## src/rtl/qwkp_pkg.sv

```systemverilog
package qwkp_pkg;

  // queue geometry
  localparam int unsigned DEPTH   = 16;
  localparam int unsigned HEAD_W  = $clog2(DEPTH);
  localparam int unsigned CNT_W   = $clog2(DEPTH + 1);

  // field widths
  localparam int unsigned KIND_W  = 8;
  localparam int unsigned DUR_W   = 32;
  localparam int unsigned PAY_W   = 32;
  localparam int unsigned TOTAL_W = 36;
  localparam int unsigned ENTRY_W = KIND_W + DUR_W + PAY_W;

  // accumulator wide enough for a full queue of durations
  localparam int unsigned ACC_W   = (DUR_W + CNT_W > TOTAL_W) ? DUR_W + CNT_W : TOTAL_W;

  // saturation limits of the promote total
  localparam logic signed [TOTAL_W-1:0] TOTAL_MAX = 36'sh7_FFFF_FFF0;
  localparam logic signed [TOTAL_W-1:0] TOTAL_MIN = 36'sh8_0000_0000;

  typedef enum logic [2:0] {
    OP_ENQ     = 3'd0,
    OP_DEQ     = 3'd1,
    OP_PEEK    = 3'd2,
    OP_CLEAR   = 3'd3,
    OP_PROMOTE = 3'd4
  } op_e;

  typedef enum logic [1:0] {
    STAT_OK    = 2'd0,
    STAT_EMPTY = 2'd1,
    STAT_FULL  = 2'd2
  } status_e;

  typedef enum logic [2:0] {
    S_IDLE,
    S_HEAD,
    S_MATCH,
    S_OTHER,
    S_COPY,
    S_DONE
  } state_e;

  typedef struct packed {
    logic [KIND_W-1:0]       kind;
    logic signed [DUR_W-1:0] duration;
    logic [PAY_W-1:0]        payload;
  } entry_t;

  typedef struct packed {
    logic clr;
    logic add;
  } acc_ctl_t;

  // slot of the entry at a given offset from the head
  function automatic logic [HEAD_W-1:0] ring_pos(input logic [HEAD_W-1:0] head,
                                                 input logic [HEAD_W-1:0] off);
    logic [HEAD_W:0] sum;
    sum = {1'b0, head} + {1'b0, off};
    if (sum >= (HEAD_W+1)'(DEPTH)) begin
      sum = sum - (HEAD_W+1)'(DEPTH);
    end
    return sum[HEAD_W-1:0];
  endfunction

endpackage

```

## src/rtl/queue_with_kind_promote_unit.sv

```systemverilog
// channel | valid      | stall       | payload
// --------+------------+-------------+------------------------------------------------
// in      | in_valid_i | in_stall_o  | op_i, kind_i, duration_i, payload_i
// out     | out_valid_o| out_stall_i | status_o, out_kind_o, out_duration_o,
//         |            |             | out_payload_o, total_o
//
// enqueue, clear and unused ops: result registered at the accept edge.
// dequeue and peek: a registered read of the entry memory, then the result is registered;
//   on an empty queue the result is registered at the accept edge.
// promote: three walks over the queue through the single read port of each memory
//   (match pass, other pass, copy back), one entry a cycle, each walk closed by a read
//   drain step and an end step, then a done state that registers the total.
// reset clears head, fill count, sequencer and output valid; no memory clearing pass.
// in_stall_o is high while an op runs and while a held result is stalled.
module queue_with_kind_promote_unit
  import qwkp_pkg::*;
(
  input  logic                      clk_i,
  input  logic                      rst_ni,
  input  logic                      in_valid_i,
  output logic                      in_stall_o,
  input  logic [2:0]                op_i,
  input  logic [KIND_W-1:0]         kind_i,
  input  logic signed [DUR_W-1:0]   duration_i,
  input  logic [PAY_W-1:0]          payload_i,
  output logic                      out_valid_o,
  input  logic                      out_stall_i,
  output logic [1:0]                status_o,
  output logic [KIND_W-1:0]         out_kind_o,
  output logic signed [DUR_W-1:0]   out_duration_o,
  output logic [PAY_W-1:0]          out_payload_o,
  output logic signed [TOTAL_W-1:0] total_o
);

  state_e                    state_q, state_d;
  logic [HEAD_W-1:0]         head_q, head_d;
  logic [CNT_W-1:0]          fill_q, fill_d;
  logic [CNT_W-1:0]          idx_q, idx_d;
  logic [CNT_W-1:0]          wr_cnt_q, wr_cnt_d;
  logic                      rd_vld_q, rd_vld_d;
  logic [HEAD_W-1:0]         rd_idx_q, rd_idx_d;
  logic                      deq_q, deq_d;
  logic [KIND_W-1:0]         key_q, key_d;

  logic                      out_valid_q, out_valid_d;
  status_e                   status_q, status_d;
  logic [KIND_W-1:0]         out_kind_q, out_kind_d;
  logic signed [DUR_W-1:0]   out_duration_q, out_duration_d;
  logic [PAY_W-1:0]          out_payload_q, out_payload_d;
  logic signed [TOTAL_W-1:0] total_q, total_d;
  logic                      load;

  logic                      accept;
  logic                      issue;
  logic                      pass_end;

  logic                      ent_we;
  logic [HEAD_W-1:0]         ent_waddr, ent_raddr;
  entry_t                    ent_wdata, ent_rdata;
  logic                      scr_we;
  logic [HEAD_W-1:0]         scr_waddr, scr_raddr;
  entry_t                    scr_wdata, scr_rdata;

  acc_ctl_t                  acc_ctl;
  logic signed [TOTAL_W-1:0] acc_total;

  // handshake
  assign in_stall_o = (state_q != S_IDLE) || (out_valid_q && out_stall_i);
  assign accept     = in_valid_i && !in_stall_o;

  // walk control shared by the three promote passes
  assign issue    = (idx_q != fill_q);
  assign pass_end = (idx_q == fill_q) && !rd_vld_q;

  // entry ring and promote scratch
  qwkp_ram #(
    .WIDTH (ENTRY_W),
    .DEPTH (DEPTH)
  ) u_entry_ram (
    .clk_i   (clk_i),
    .we_i    (ent_we),
    .waddr_i (ent_waddr),
    .wdata_i (ent_wdata),
    .raddr_i (ent_raddr),
    .rdata_o (ent_rdata)
  );

  qwkp_ram #(
    .WIDTH (ENTRY_W),
    .DEPTH (DEPTH)
  ) u_scratch_ram (
    .clk_i   (clk_i),
    .we_i    (scr_we),
    .waddr_i (scr_waddr),
    .wdata_i (scr_wdata),
    .raddr_i (scr_raddr),
    .rdata_o (scr_rdata)
  );

  // shared adder with saturation
  qwkp_acc u_acc (
    .clk_i    (clk_i),
    .rst_ni   (rst_ni),
    .ctl_i    (acc_ctl),
    .addend_i (ent_rdata.duration),
    .total_o  (acc_total)
  );

  // next state
  always_comb begin
    state_d = state_q;
    case (state_q)
      S_IDLE: begin
        if (accept) begin
          case (op_i)
            OP_DEQ, OP_PEEK: begin
              if (fill_q != '0) begin
                state_d = S_HEAD;
              end
            end
            OP_PROMOTE: state_d = S_MATCH;
            default:    state_d = S_IDLE;
          endcase
        end
      end
      S_HEAD:  state_d = S_IDLE;
      S_MATCH: if (pass_end) state_d = S_OTHER;
      S_OTHER: if (pass_end) state_d = S_COPY;
      S_COPY:  if (pass_end) state_d = S_DONE;
      S_DONE:  state_d = S_IDLE;
      default: state_d = S_IDLE;
    endcase
  end

  // datapath control and result
  always_comb begin
    head_d         = head_q;
    fill_d         = fill_q;
    idx_d          = idx_q;
    wr_cnt_d       = wr_cnt_q;
    rd_vld_d       = 1'b0;
    rd_idx_d       = rd_idx_q;
    deq_d          = deq_q;
    key_d          = key_q;

    ent_raddr      = ring_pos(head_q, idx_q[HEAD_W-1:0]);
    ent_we         = 1'b0;
    ent_waddr      = ring_pos(head_q, rd_idx_q);
    ent_wdata      = scr_rdata;
    scr_raddr      = idx_q[HEAD_W-1:0];
    scr_we         = 1'b0;
    scr_waddr      = wr_cnt_q[HEAD_W-1:0];
    scr_wdata      = ent_rdata;
    acc_ctl        = '0;

    load           = 1'b0;
    status_d       = STAT_OK;
    out_kind_d     = '0;
    out_duration_d = '0;
    out_payload_d  = '0;
    total_d        = '0;

    case (state_q)
      S_IDLE: begin
        if (accept) begin
          case (op_i)
            OP_ENQ: begin
              load = 1'b1;
              if (fill_q == CNT_W'(DEPTH)) begin
                status_d = STAT_FULL;
              end else begin
                ent_we    = 1'b1;
                ent_waddr = ring_pos(head_q, fill_q[HEAD_W-1:0]);
                ent_wdata = '{kind: kind_i, duration: duration_i, payload: payload_i};
                fill_d    = fill_q + CNT_W'(1);
              end
            end
            OP_DEQ, OP_PEEK: begin
              deq_d = (op_i == OP_DEQ);
              if (fill_q == '0) begin
                load     = 1'b1;
                status_d = STAT_EMPTY;
              end
            end
            OP_CLEAR: begin
              load   = 1'b1;
              head_d = '0;
              fill_d = '0;
            end
            OP_PROMOTE: begin
              key_d       = kind_i;
              acc_ctl.clr = 1'b1;
              idx_d       = '0;
              wr_cnt_d    = '0;
            end
            default: begin
              load = 1'b1;
            end
          endcase
        end
      end

      // head entry read out
      S_HEAD: begin
        load           = 1'b1;
        out_kind_d     = ent_rdata.kind;
        out_duration_d = ent_rdata.duration;
        out_payload_d  = ent_rdata.payload;
        if (deq_q) begin
          head_d = ring_pos(head_q, HEAD_W'(1));
          fill_d = fill_q - CNT_W'(1);
        end
      end

      S_MATCH, S_OTHER, S_COPY: begin
        // read side of the walk
        if (issue) begin
          idx_d    = idx_q + CNT_W'(1);
          rd_vld_d = 1'b1;
          rd_idx_d = idx_q[HEAD_W-1:0];
        end
        if (pass_end) begin
          idx_d = '0;
        end
        // data side of the walk
        if (rd_vld_q) begin
          case (state_q)
            S_MATCH: begin
              if (ent_rdata.kind == key_q) begin
                scr_we      = 1'b1;
                wr_cnt_d    = wr_cnt_q + CNT_W'(1);
                acc_ctl.add = 1'b1;
              end
            end
            S_OTHER: begin
              if (ent_rdata.kind != key_q) begin
                scr_we   = 1'b1;
                wr_cnt_d = wr_cnt_q + CNT_W'(1);
              end
            end
            default: begin
              ent_we = 1'b1;
            end
          endcase
        end
      end

      S_DONE: begin
        load    = 1'b1;
        total_d = acc_total;
      end

      default: begin
      end
    endcase
  end

  assign out_valid_d = load || (out_valid_q && out_stall_i);

  // control registers
  always_ff @(posedge clk_i or negedge rst_ni) begin
    if (!rst_ni) begin
      state_q     <= S_IDLE;
      head_q      <= '0;
      fill_q      <= '0;
      idx_q       <= '0;
      wr_cnt_q    <= '0;
      rd_vld_q    <= 1'b0;
      rd_idx_q    <= '0;
      deq_q       <= 1'b0;
      key_q       <= '0;
      out_valid_q <= 1'b0;
    end else begin
      state_q     <= state_d;
      head_q      <= head_d;
      fill_q      <= fill_d;
      idx_q       <= idx_d;
      wr_cnt_q    <= wr_cnt_d;
      rd_vld_q    <= rd_vld_d;
      rd_idx_q    <= rd_idx_d;
      deq_q       <= deq_d;
      key_q       <= key_d;
      out_valid_q <= out_valid_d;
    end
  end

  // result register
  always_ff @(posedge clk_i) begin
    if (load) begin
      status_q       <= status_d;
      out_kind_q     <= out_kind_d;
      out_duration_q <= out_duration_d;
      out_payload_q  <= out_payload_d;
      total_q        <= total_d;
    end
  end

  assign out_valid_o    = out_valid_q;
  assign status_o       = status_q;
  assign out_kind_o     = out_kind_q;
  assign out_duration_o = out_duration_q;
  assign out_payload_o  = out_payload_q;
  assign total_o        = total_q;

endmodule

```

## src/rtl/qwkp_ram.sv

```systemverilog
module qwkp_ram #(
  parameter int unsigned WIDTH = 8,
  parameter int unsigned DEPTH = 16
) (
  input  logic                     clk_i,
  input  logic                     we_i,
  input  logic [$clog2(DEPTH)-1:0] waddr_i,
  input  logic [WIDTH-1:0]         wdata_i,
  input  logic [$clog2(DEPTH)-1:0] raddr_i,
  output logic [WIDTH-1:0]         rdata_o
);

  logic [WIDTH-1:0] mem_q [DEPTH];

  // one write port, registered read port
  always_ff @(posedge clk_i) begin
    if (we_i) begin
      mem_q[waddr_i] <= wdata_i;
    end
    rdata_o <= mem_q[raddr_i];
  end

endmodule

```

## src/rtl/qwkp_acc.sv

```systemverilog
module qwkp_acc
  import qwkp_pkg::*;
(
  input  logic                      clk_i,
  input  logic                      rst_ni,
  input  acc_ctl_t                  ctl_i,
  input  logic signed [DUR_W-1:0]   addend_i,
  output logic signed [TOTAL_W-1:0] total_o
);

  localparam logic signed [ACC_W-1:0] ACC_MAX = ACC_W'(TOTAL_MAX);
  localparam logic signed [ACC_W-1:0] ACC_MIN = ACC_W'(TOTAL_MIN);

  logic signed [ACC_W-1:0] acc_q, acc_d;

  // running sum of matching durations
  always_comb begin
    acc_d = acc_q;
    if (ctl_i.clr) begin
      acc_d = '0;
    end else if (ctl_i.add) begin
      acc_d = acc_q + ACC_W'(addend_i);
    end
  end

  always_ff @(posedge clk_i or negedge rst_ni) begin
    if (!rst_ni) begin
      acc_q <= '0;
    end else begin
      acc_q <= acc_d;
    end
  end

  // clamp to the result range
  always_comb begin
    if (acc_q > ACC_MAX) begin
      total_o = TOTAL_MAX;
    end else if (acc_q < ACC_MIN) begin
      total_o = TOTAL_MIN;
    end else begin
      total_o = acc_q[TOTAL_W-1:0];
    end
  end

endmodule

```

## config.mk

```make
export PLATFORM = sky130hd
export DESIGN_NAME = queue_with_kind_promote_unit
export DESIGN_NICKNAME = d
export VERILOG_FILES = /design/src/rtl/qwkp_pkg.sv /design/src/rtl/queue_with_kind_promote_unit.sv /design/src/rtl/qwkp_ram.sv /design/src/rtl/qwkp_acc.sv
export SDC_FILE = /design/constraint.sdc
export NUM_CORES = 2
export LEC_CHECK = 0
export BUFFER_PORTS_ARGS = -buffer_cell sky130_fd_sc_hd__buf_2
export CAP_MARGIN = 20
export CORE_ASPECT_RATIO = 2
export CORE_MARGIN = 2
export CORE_UTILIZATION = 40
export CTS_BUF_LIST = sky130_fd_sc_hd__clkbuf_8
export CTS_CLUSTER_DIAMETER = 120
export DETAILED_ROUTE_END_ITERATION = 6
export PLACE_DENSITY = 0.65
export RECOVER_POWER = 100
export SLEW_MARGIN = 20
export SYNTH_ARGS = -nofsm -noshare
export SYNTH_HDL_FRONTEND = slang
export SYNTH_SLANG_ARGS = --single-unit
```

## constraint.sdc

```tcl
create_clock -name clk_i -period 11.15 [get_ports clk_i]
set_clock_uncertainty 0.2 [all_clocks]
set_input_delay 2.7875 -clock clk_i [delete_from_list [all_inputs] [get_ports clk_i]]
set_output_delay 2.7875 -clock clk_i [all_outputs]
set_load 0.1 [all_outputs]
```

# [After elaboration in Yosys (flattened, before gate mapping)]
# Memories as Yosys holds them, arrays and structs flattened. A register that Yosys moved wholly into a read port is not among the register bits.
# Index checks and enable logic that the tools add are counted.
[totals] elab_cells=171 ff_bits=184 memories=2 romBits=0 mem_bits_rw=2304 out_inout_bits=112 latchBits=0
[memory_table] name="u_entry_ram.mem_q" depth=16 word_bits=72 read_ports=1 rd_clocked_by_memory_dff=1 write_ports=1 line="qwkp_ram.sv:13" rtl="logic [WIDTH-1:0] mem_q [DEPTH];"
[memory_table] name="u_scratch_ram.mem_q" depth=16 word_bits=72 read_ports=1 rd_clocked_by_memory_dff=1 write_ports=1 line="qwkp_ram.sv:13"
[op_classes] shift=0 eq_ne=29 n_bitwise=1 magnitude_cmp=6 n_div=0 reduce_logical=30 mux=72 n_addsub=13 n_mul=0
[op_table] operator="72-bit 2-to-1 mux" n=4
[op_table] operator="37-bit 2-to-1 mux" n=2
[op_table] operator="5-bit 2-to-1 mux" n=10
[op_table] operator="5-bit one-hot mux with 2 select lines" n=5
[op_table] operator="4-bit 2-to-1 mux" n=11
[op_table] operator="37-bit by 32-bit adder with 37-bit output" n=1
[op_table] operator="37-bit by 36-bit > comparator with 1-bit output (second input constant)" n=1
[op_table] operator="37-bit by 36-bit less-than comparator with 1-bit output (second input constant)" n=1
[op_table] operator="36-bit 2-to-1 mux" n=1
[op_table] operator="35-bit 2-to-1 mux" n=1
[op_table] operator="1-bit 2-to-1 mux" n=24
[op_table] operator="5-bit greater-or-equal comparator (second input constant)" n=4
[op_table] operator="3-bit inequality test (second input constant)" n=6
[op_table] operator="4-bit by 1-bit subtractor with 4-bit output (second input constant)" n=4
[op_table] operator="4-bit by 4-bit adder with 5-bit output" n=3
[op_table] operator="5-bit by 1-bit adder with 5-bit output (second input constant)" n=3
[op_table] operator="3-bit 2-to-1 mux" n=5
[op_table] operator="3-bit by 2-bit == test with 1-bit output (second input constant)" n=4
[op_table] operator="2-bit inequality test (second input constant)" n=6
[op_table] operator="3-bit one-hot mux with 4 select lines" n=1
[op_table] operator="5-bit AND reduction" n=2
[op_table] operator="3-bit == test (second input constant)" n=3
[op_table] operator="8-bit == test" n=1
[op_table] operator="8-bit inequality test" n=1
[op_table] operator="other kinds (28)" n=47

# [Logic depth before layout (Yosys ltp)]
[depth] depth_word=8 depth_mapped=12 ltp_nobuf=11

# [By module]
# From an unflattened synthesis, not the netlist that was laid out.
[unflattened] hier_cells=4745 hier_area_um2=100550.2
[by_module_without_submodules] module="qwkp_ram" area_each_um2=44550.2 instances=2 seq_area_each_um2=36034.6 cells_per_inst=1850
[by_module_without_submodules] module="queue_with_kind_promote_unit" area_each_um2=7569.8 instances=1 seq_area_each_um2=4204.0 cells_per_inst=580
[by_module_without_submodules] module="qwkp_acc" area_each_um2=3880.0 instances=1 seq_area_each_um2=925.9 cells_per_inst=465

# [Least setup slack after synthesis]
# No wires, ideal clock.
[synth_path] path_kind="input -> register" startpoint="in out_stall_i" endpoint="reg out_duration_q[0] (netlist: out_duration_o[0]), enable pin" t_arrival_ns=11.161 setup_ns=0.743 n_path_buf=0 required_time_ns=10.207 cell_stages=3 setup_slack_ns=-0.953 path_cell_list="nand2_1 nand3_1 o31ai_1"
[synth_via] elab_chain_cells=6
[synth_rtl] item="start: declaration" line="queue_with_kind_promote_unit.sv:27" rtl="input logic out_stall_i,"
[synth_rtl] item="1-bit logical AND" line="queue_with_kind_promote_unit.sv:68" rtl="assign in_stall_o = (state_q != S_IDLE) || (out_valid_q && out_stall_i);"
[synth_rtl] item="1-bit logical OR" line="queue_with_kind_promote_unit.sv:68"
[synth_rtl] item="1-bit logical NOT" line="queue_with_kind_promote_unit.sv:69" rtl="assign accept = in_valid_i && !in_stall_o;"
[synth_rtl] item="1-bit logical AND" line="queue_with_kind_promote_unit.sv:69"
[synth_rtl] item="1-bit 2-to-1 mux" line="queue_with_kind_promote_unit.sv:165" rtl="if (accept) begin"
[synth_rtl] item="1-bit one-hot mux with 2 select lines" line="queue_with_kind_promote_unit.sv:163" rtl="case (state_q)"
[synth_rtl] item="via load" line="queue_with_kind_promote_unit.sv:51" rtl="logic load;"
[synth_rtl] item="end signal: assignment" line="queue_with_kind_promote_unit.sv:292" rtl="out_duration_q <= out_duration_d;"
[synth_rtl] item="end: declaration" line="queue_with_kind_promote_unit.sv:48" rtl="logic signed [DUR_W-1:0] out_duration_q, out_duration_d;"
# The timed path passes the listed nets, and every way through them passes these cells.
# A chain may end at the register's enable or synchronous reset.

# [Final worst setup path]
[layout_path] startpoint="in out_stall_i" endpoint="mem u_entry_ram.mem_q[11][56] in the netlist's numbering, enable pin"
[layout_via] elab_chain_cells=8
[layout_rtl] item="1-bit logical AND *" line="queue_with_kind_promote_unit.sv:68"
[layout_rtl] item="1-bit logical OR *" line="queue_with_kind_promote_unit.sv:68"
[layout_rtl] item="1-bit logical NOT *" line="queue_with_kind_promote_unit.sv:69"
[layout_rtl] item="1-bit logical AND *" line="queue_with_kind_promote_unit.sv:69"
[layout_rtl] item="1-bit 2-to-1 mux" line="queue_with_kind_promote_unit.sv:165"
[layout_rtl] item="1-bit one-hot mux with 2 select lines" line="queue_with_kind_promote_unit.sv:163"
[layout_rtl] item="1-bit 2-to-1 mux" line="qwkp_ram.sv:17" rtl="if (we_i) begin"
[layout_rtl] item="1-bit 2-to-1 mux (implied by the code)" line="qwkp_ram.sv:18" rtl="mem_q[waddr_i] <= wdata_i;"
[layout_rtl] item="end: declaration" line="qwkp_ram.sv:13"
# Mark *: on every way between the ends. The rest lies on a longest branch, timed or not.

==> out/results.md <==
## Floorplanning
• io pins: 191
• die area: 0.2554 mm2
• Chip Height: 712.7 um
• initial core utilization: 40.16%
• Chip Width: 358.4 um
• placeable core region: 0.2502 mm2
• number of rows in the core area: 260

## Finish
• post-layout utilization of the core: 44.82%
• share of cells above drive strength 1: 22.99%
• Finished Layout Cells: 8,918
• final design area excluding fillers: 0.1121 mm2
• Synth-to-Final Area Change: 11.61%
• final net count: 5,491

## Worst hold path
• type of the most critical hold path: reg2reg

## Worst setup path
• critical-path maximum fanout: 44
• worst reg2reg endpoint: u_scratch_ram.mem_q[14][34]
• number of gates on the worst path with buffers counted: 12
• critical-path cell list: buf_2, nand2_1, nand3_1, nor2_1, nand3_1, nor2_1, a21oi_1, xnor2_1, nand2_1, nor2_4, buf_4, clkbuf_1
• Top Family by Delay on Critical Path: simple AND/OR/NAND/NOR gates
• type of the setup path with the least slack: in2reg
• signal arrival time at the worst endpoint: 9.25 ns
• register-to-register path setup slack: 2.73 ns
• critical path capture point: u_entry_ram.mem_q[11][56]
• kind of capture point of the worst setup path: flip-flop
• Critical path origin: out_stall_i
• critical path buffer and inverter count: 3
• Critical Path Max Stage Delay: 1.84 ns
• start of the worst register-to-register path: u_entry_ram.rdata_o[70]
• startpoint type of the worst setup path: input port
• worst endpoint required time: 11.49 ns
• cell at the slowest stage of the critical path: sky130_fd_sc_hd__clkbuf_1
• reg2reg path depth: 9

## Outcome
• failing checks: capacitance limit, slew limit
• outcome: complete, but fails checks

## Synthesis
• dominant register cell in the synthesized netlist: sky130_fd_sc_hd__edfxtp_1
• share of synthesized flip-flops with an asynchronous set or reset: 2.775%
• number of distinct library cell variants in the gate-level netlist after synthesis: 62
• total of flip-flops plus latches after synthesis: 2,631
• mapped cell area: 0.1005 mm2
• Cells after Synth: 4,953
• Synth Area per Inst: 20.28 um2
• number of synthesis warnings: 0
• share of synthesized area occupied by flip-flops and latches: 76.85%
• largest cells by area after synthesis: sky130_fd_sc_hd__edfxtp_1 (72%), sky130_fd_sc_hd__mux4_2 (15%), sky130_fd_sc_hd__dfxtp_1 (2.9%), sky130_fd_sc_hd__nand2_1 (2.3%), sky130_fd_sc_hd__dfrtp_1 (1.8%)
• share of the synthesized area in the top cell type: 72.16%
• Post-synth EDFFs: 2,414
• largest area contributor in the netlist: sky130_fd_sc_hd__edfxtp_1
• post-synthesis net count: 5,090

## Clock network
• Root Buffer Master: sky130_fd_sc_hd__clkbuf_8
• total clock buffers created by CTS: 345
• clock-pin slew of the registers on the worst-case setup and hold paths: 0.07 ns
• clock latency at the later pin of the worst-skew pair: 1.00 ns
• post-CTS setup repair buffer count: 0
• maximum buffer depth of the clock tree: 4
• CTS tree: done
• Clock Sink Count: 2,631
• hold-fix buffers at CTS: 0
• cts repair resizes: 0
• H-tree depth: 5

## GRT
• maximum number of pins on one net before global-route repair: 127
• overall track demand over capacity in global routing: 19.60%
• global route overflow: 0
• met1 routing resource usage after global routing: 23.95%
• most heavily used metal layer in global routing: met2
• initial antenna violation count: 23
• via count of the first global-routing pass: 51,970
• fraction of met3 tracks used by global routing: 2.780%
• met2 Track Usage GR: 35.42%
• global-route wire length before repair: 360.6 mm

## Detailed routing
• total detailed-routing wirelength: 252.4 mm
• total DRC errors in the routed layout: 0
• number of search-and-repair iterations in the first detailed-routing pass: 6
• number of nets with antenna violations after routing: 0
• DR vias: 49,760
• violation count after the first detailed-routing iteration: 4,656
• WL per Instance: 28.31 um
• mean number of vias per cell: 5.580

## STA
• Achievable Freq: 0.1122 GHz
• final-layout setup total negative slack: 0 ns
• Worst slew margin: -152.9%
• final count of hold timing violations: 0
• post-layout worst setup margin: 2.240 ns
• final count of pins violating max slew: 1,574
• worst-margin pin slew: 3.794 ns
• fraction of the cycle the final worst path needs: 79.91%
• final number of setup-violating endpoints: 0
• RSZ-0062 raised after global routing: no
• Tmin final: 8.910 ns
• hold_ws: 0.2958 ns

## Placement
• weighted congestion at the end of routability-driven global placement: 0.8165
• placed wire-length estimate after detailed placement: 148.3 mm
• number of placed instances with taps included: 8,281
• Post-Place Setup Slack: 3.284 ns
• post-detailed-placement cell area: 0.1059 mm2
• number of I/O port buffers: 190

## Power
• Clock Power Share: 20.7%
• pwr/cell area: 309.1 mW/mm2
• Int Pwr: 22.07 mW
• sequential group share of total power: 40.8%
• largest vdd supply drop: 0.4754 mV
• Leakage: 36.58 nW
• Logic pwr share: 38.5%
• Pwr Total: 34.66 mW
• power dissipated by switching net loads: 12.59 mW
• switching part of the total: 36.32%

## Run
• reported max-cap violation count: 55

-- worst min-delay path by stage --
stage	from	end	slack (ns)	cells past startpoint
finish	key_q[2]	key_q[2]	0.30	2
global route	key_q[4]	key_q[4]	0.32	2
CTS	key_q[2]	key_q[2]	0.30	2
detailed placement	key_q[2]	key_q[2]	0.28	2
global placement	key_q[1]	key_q[1]	0.28	2
floorplan	key_q[0]	key_q[0]	0.27	2
-- logic make-up after synthesis --
kind of cell / Yosys count / synth area share, %
buf+inv: 272 / 1.069
flops: 2631 / 76.85
compound gates: 303 / 1.858
simple gates: 968 / 4.294
xor+xnor: 64 / 0.5580
mux: 657 / 14.62
fa+ha+maj: 58 / 0.7523
-- power by group through the flow --
stage | logic [mW] | clock network [mW] | registers [mW]
floorplan | 9.26 | 0 | 13.8
global placement | 13.3 | 0 | 14.3
detailed placement | 13.4 | 0 | 14.3
CTS | 13.5 | 7.34 | 14.1
global route | 14.3 | 7.69 | 14.3
finish | 13.3 | 7.17 | 14.2
-- layer usage --
| layer | vias up | part of all wire, % |
|---|---|---|
| li1 | 20840 | - |
| met1 | 26560 | 38 |
| met2 | 1874 | 54 |
| met3 | 477 | 5.8 |
| met4 | 14 | 3.1 |
| met5 | - | 0.031 |
-- cell usage in the layout (no fill, tap or decap), drive strengths merged, types with 15 or more instances in the layout --
cell type | netlist | layout
a21o | 15 | 15
dfrtp | 73 | 73
nor2 | 67 | 67
mux4 | 648 | 648
and2 | 79 | 79
inv | 16 | 117
xnor2 | 24 | 24
dfxtp | 144 | 144
a31oi | 82 | 82
bufinv | 0 | 19
ha | 54 | 54
nand2 | 611 | 611
edfxtp | 2414 | 2414
clkinv | 0 | 116
o21ai | 77 | 77
nand3 | 52 | 52
and3 | 85 | 85
a21oi | 80 | 80
buf | 92 | 137
clkbuf | 164 | 550
xor2 | 40 | 40
-- flip-flops by register name, indices dropped and copies added, names as in the netlist, 2 cells and up --
signal                 flops
fill_q                     5
head_q                     4
idx_q                      5
key_q                      8
out_duration_o            32
out_kind_o                 8
out_payload_o             32
rd_idx_q                   4
state_q                    3
status_o                   2
total_o                   36
u_acc.acc_q               37
u_entry_ram.mem_q       1152
u_entry_ram.rdata_o       72
u_scratch_ram.mem_q     1152
u_scratch_ram.rdata_o     72
wr_cnt_q                   4
-- worst register-to-register path, stage by stage, from the launching register on --
cell and delay (ns):
sky130_fd_sc_hd__dfxtp_1 0.79, sky130_fd_sc_hd__xor2_1 0.14, sky130_fd_sc_hd__nor4_1 0.46, sky130_fd_sc_hd__nand2_1 0.29, sky130_fd_sc_hd__xor2_1 0.22, sky130_fd_sc_hd__nor4b_1 0.80
sky130_fd_sc_hd__nand2_1 0.25, sky130_fd_sc_hd__nor2_1 1.86, sky130_fd_sc_hd__clkbuf_1 2.13, sky130_fd_sc_hd__buf_4 0.87
-- cell usage after synthesis (13+ instances only) --
| cell | count |
|---|---|
| sky130_fd_sc_hd__xnor2_1 | 24 |
| sky130_fd_sc_hd__nor3_1 | 13 |
| sky130_fd_sc_hd__a21oi_1 | 79 |
| sky130_fd_sc_hd__dfxtp_1 | 144 |
| sky130_fd_sc_hd__o21ai_1 | 17 |
| sky130_fd_sc_hd__nand4_1 | 14 |
| sky130_fd_sc_hd__edfxtp_1 | 2414 |
| sky130_fd_sc_hd__buf_2 | 39 |
| sky130_fd_sc_hd__mux4_2 | 648 |
| sky130_fd_sc_hd__ha_1 | 54 |
| sky130_fd_sc_hd__a21o_1 | 15 |
| sky130_fd_sc_hd__and3_1 | 84 |
| sky130_fd_sc_hd__o21ai_0 | 59 |
| sky130_fd_sc_hd__clkbuf_1 | 164 |
| sky130_fd_sc_hd__nor2_1 | 67 |
| sky130_fd_sc_hd__nand3_1 | 52 |
| sky130_fd_sc_hd__a31oi_1 | 82 |
| sky130_fd_sc_hd__xor2_1 | 40 |
| sky130_fd_sc_hd__and2_1 | 79 |
| sky130_fd_sc_hd__nand2_1 | 611 |
| sky130_fd_sc_hd__inv_1 | 16 |
| sky130_fd_sc_hd__dfrtp_1 | 73 |
| sky130_fd_sc_hd__buf_1 | 52 |
-- final cells by class --
cell class	instances	area [um2]
Antenna cell	11	27.53
Clock buffer	377	5189
Clock inverter	248	1630
Fill cell	21000	138000
Inverter	16	60.06
Multi-Input combinational cell	2050	22270
Sequential cell	2631	77210
Tap cell	3275	4098
Timing Repair Buffer	310	1639
No activity file was read; power rests on OpenSTA's default activity.
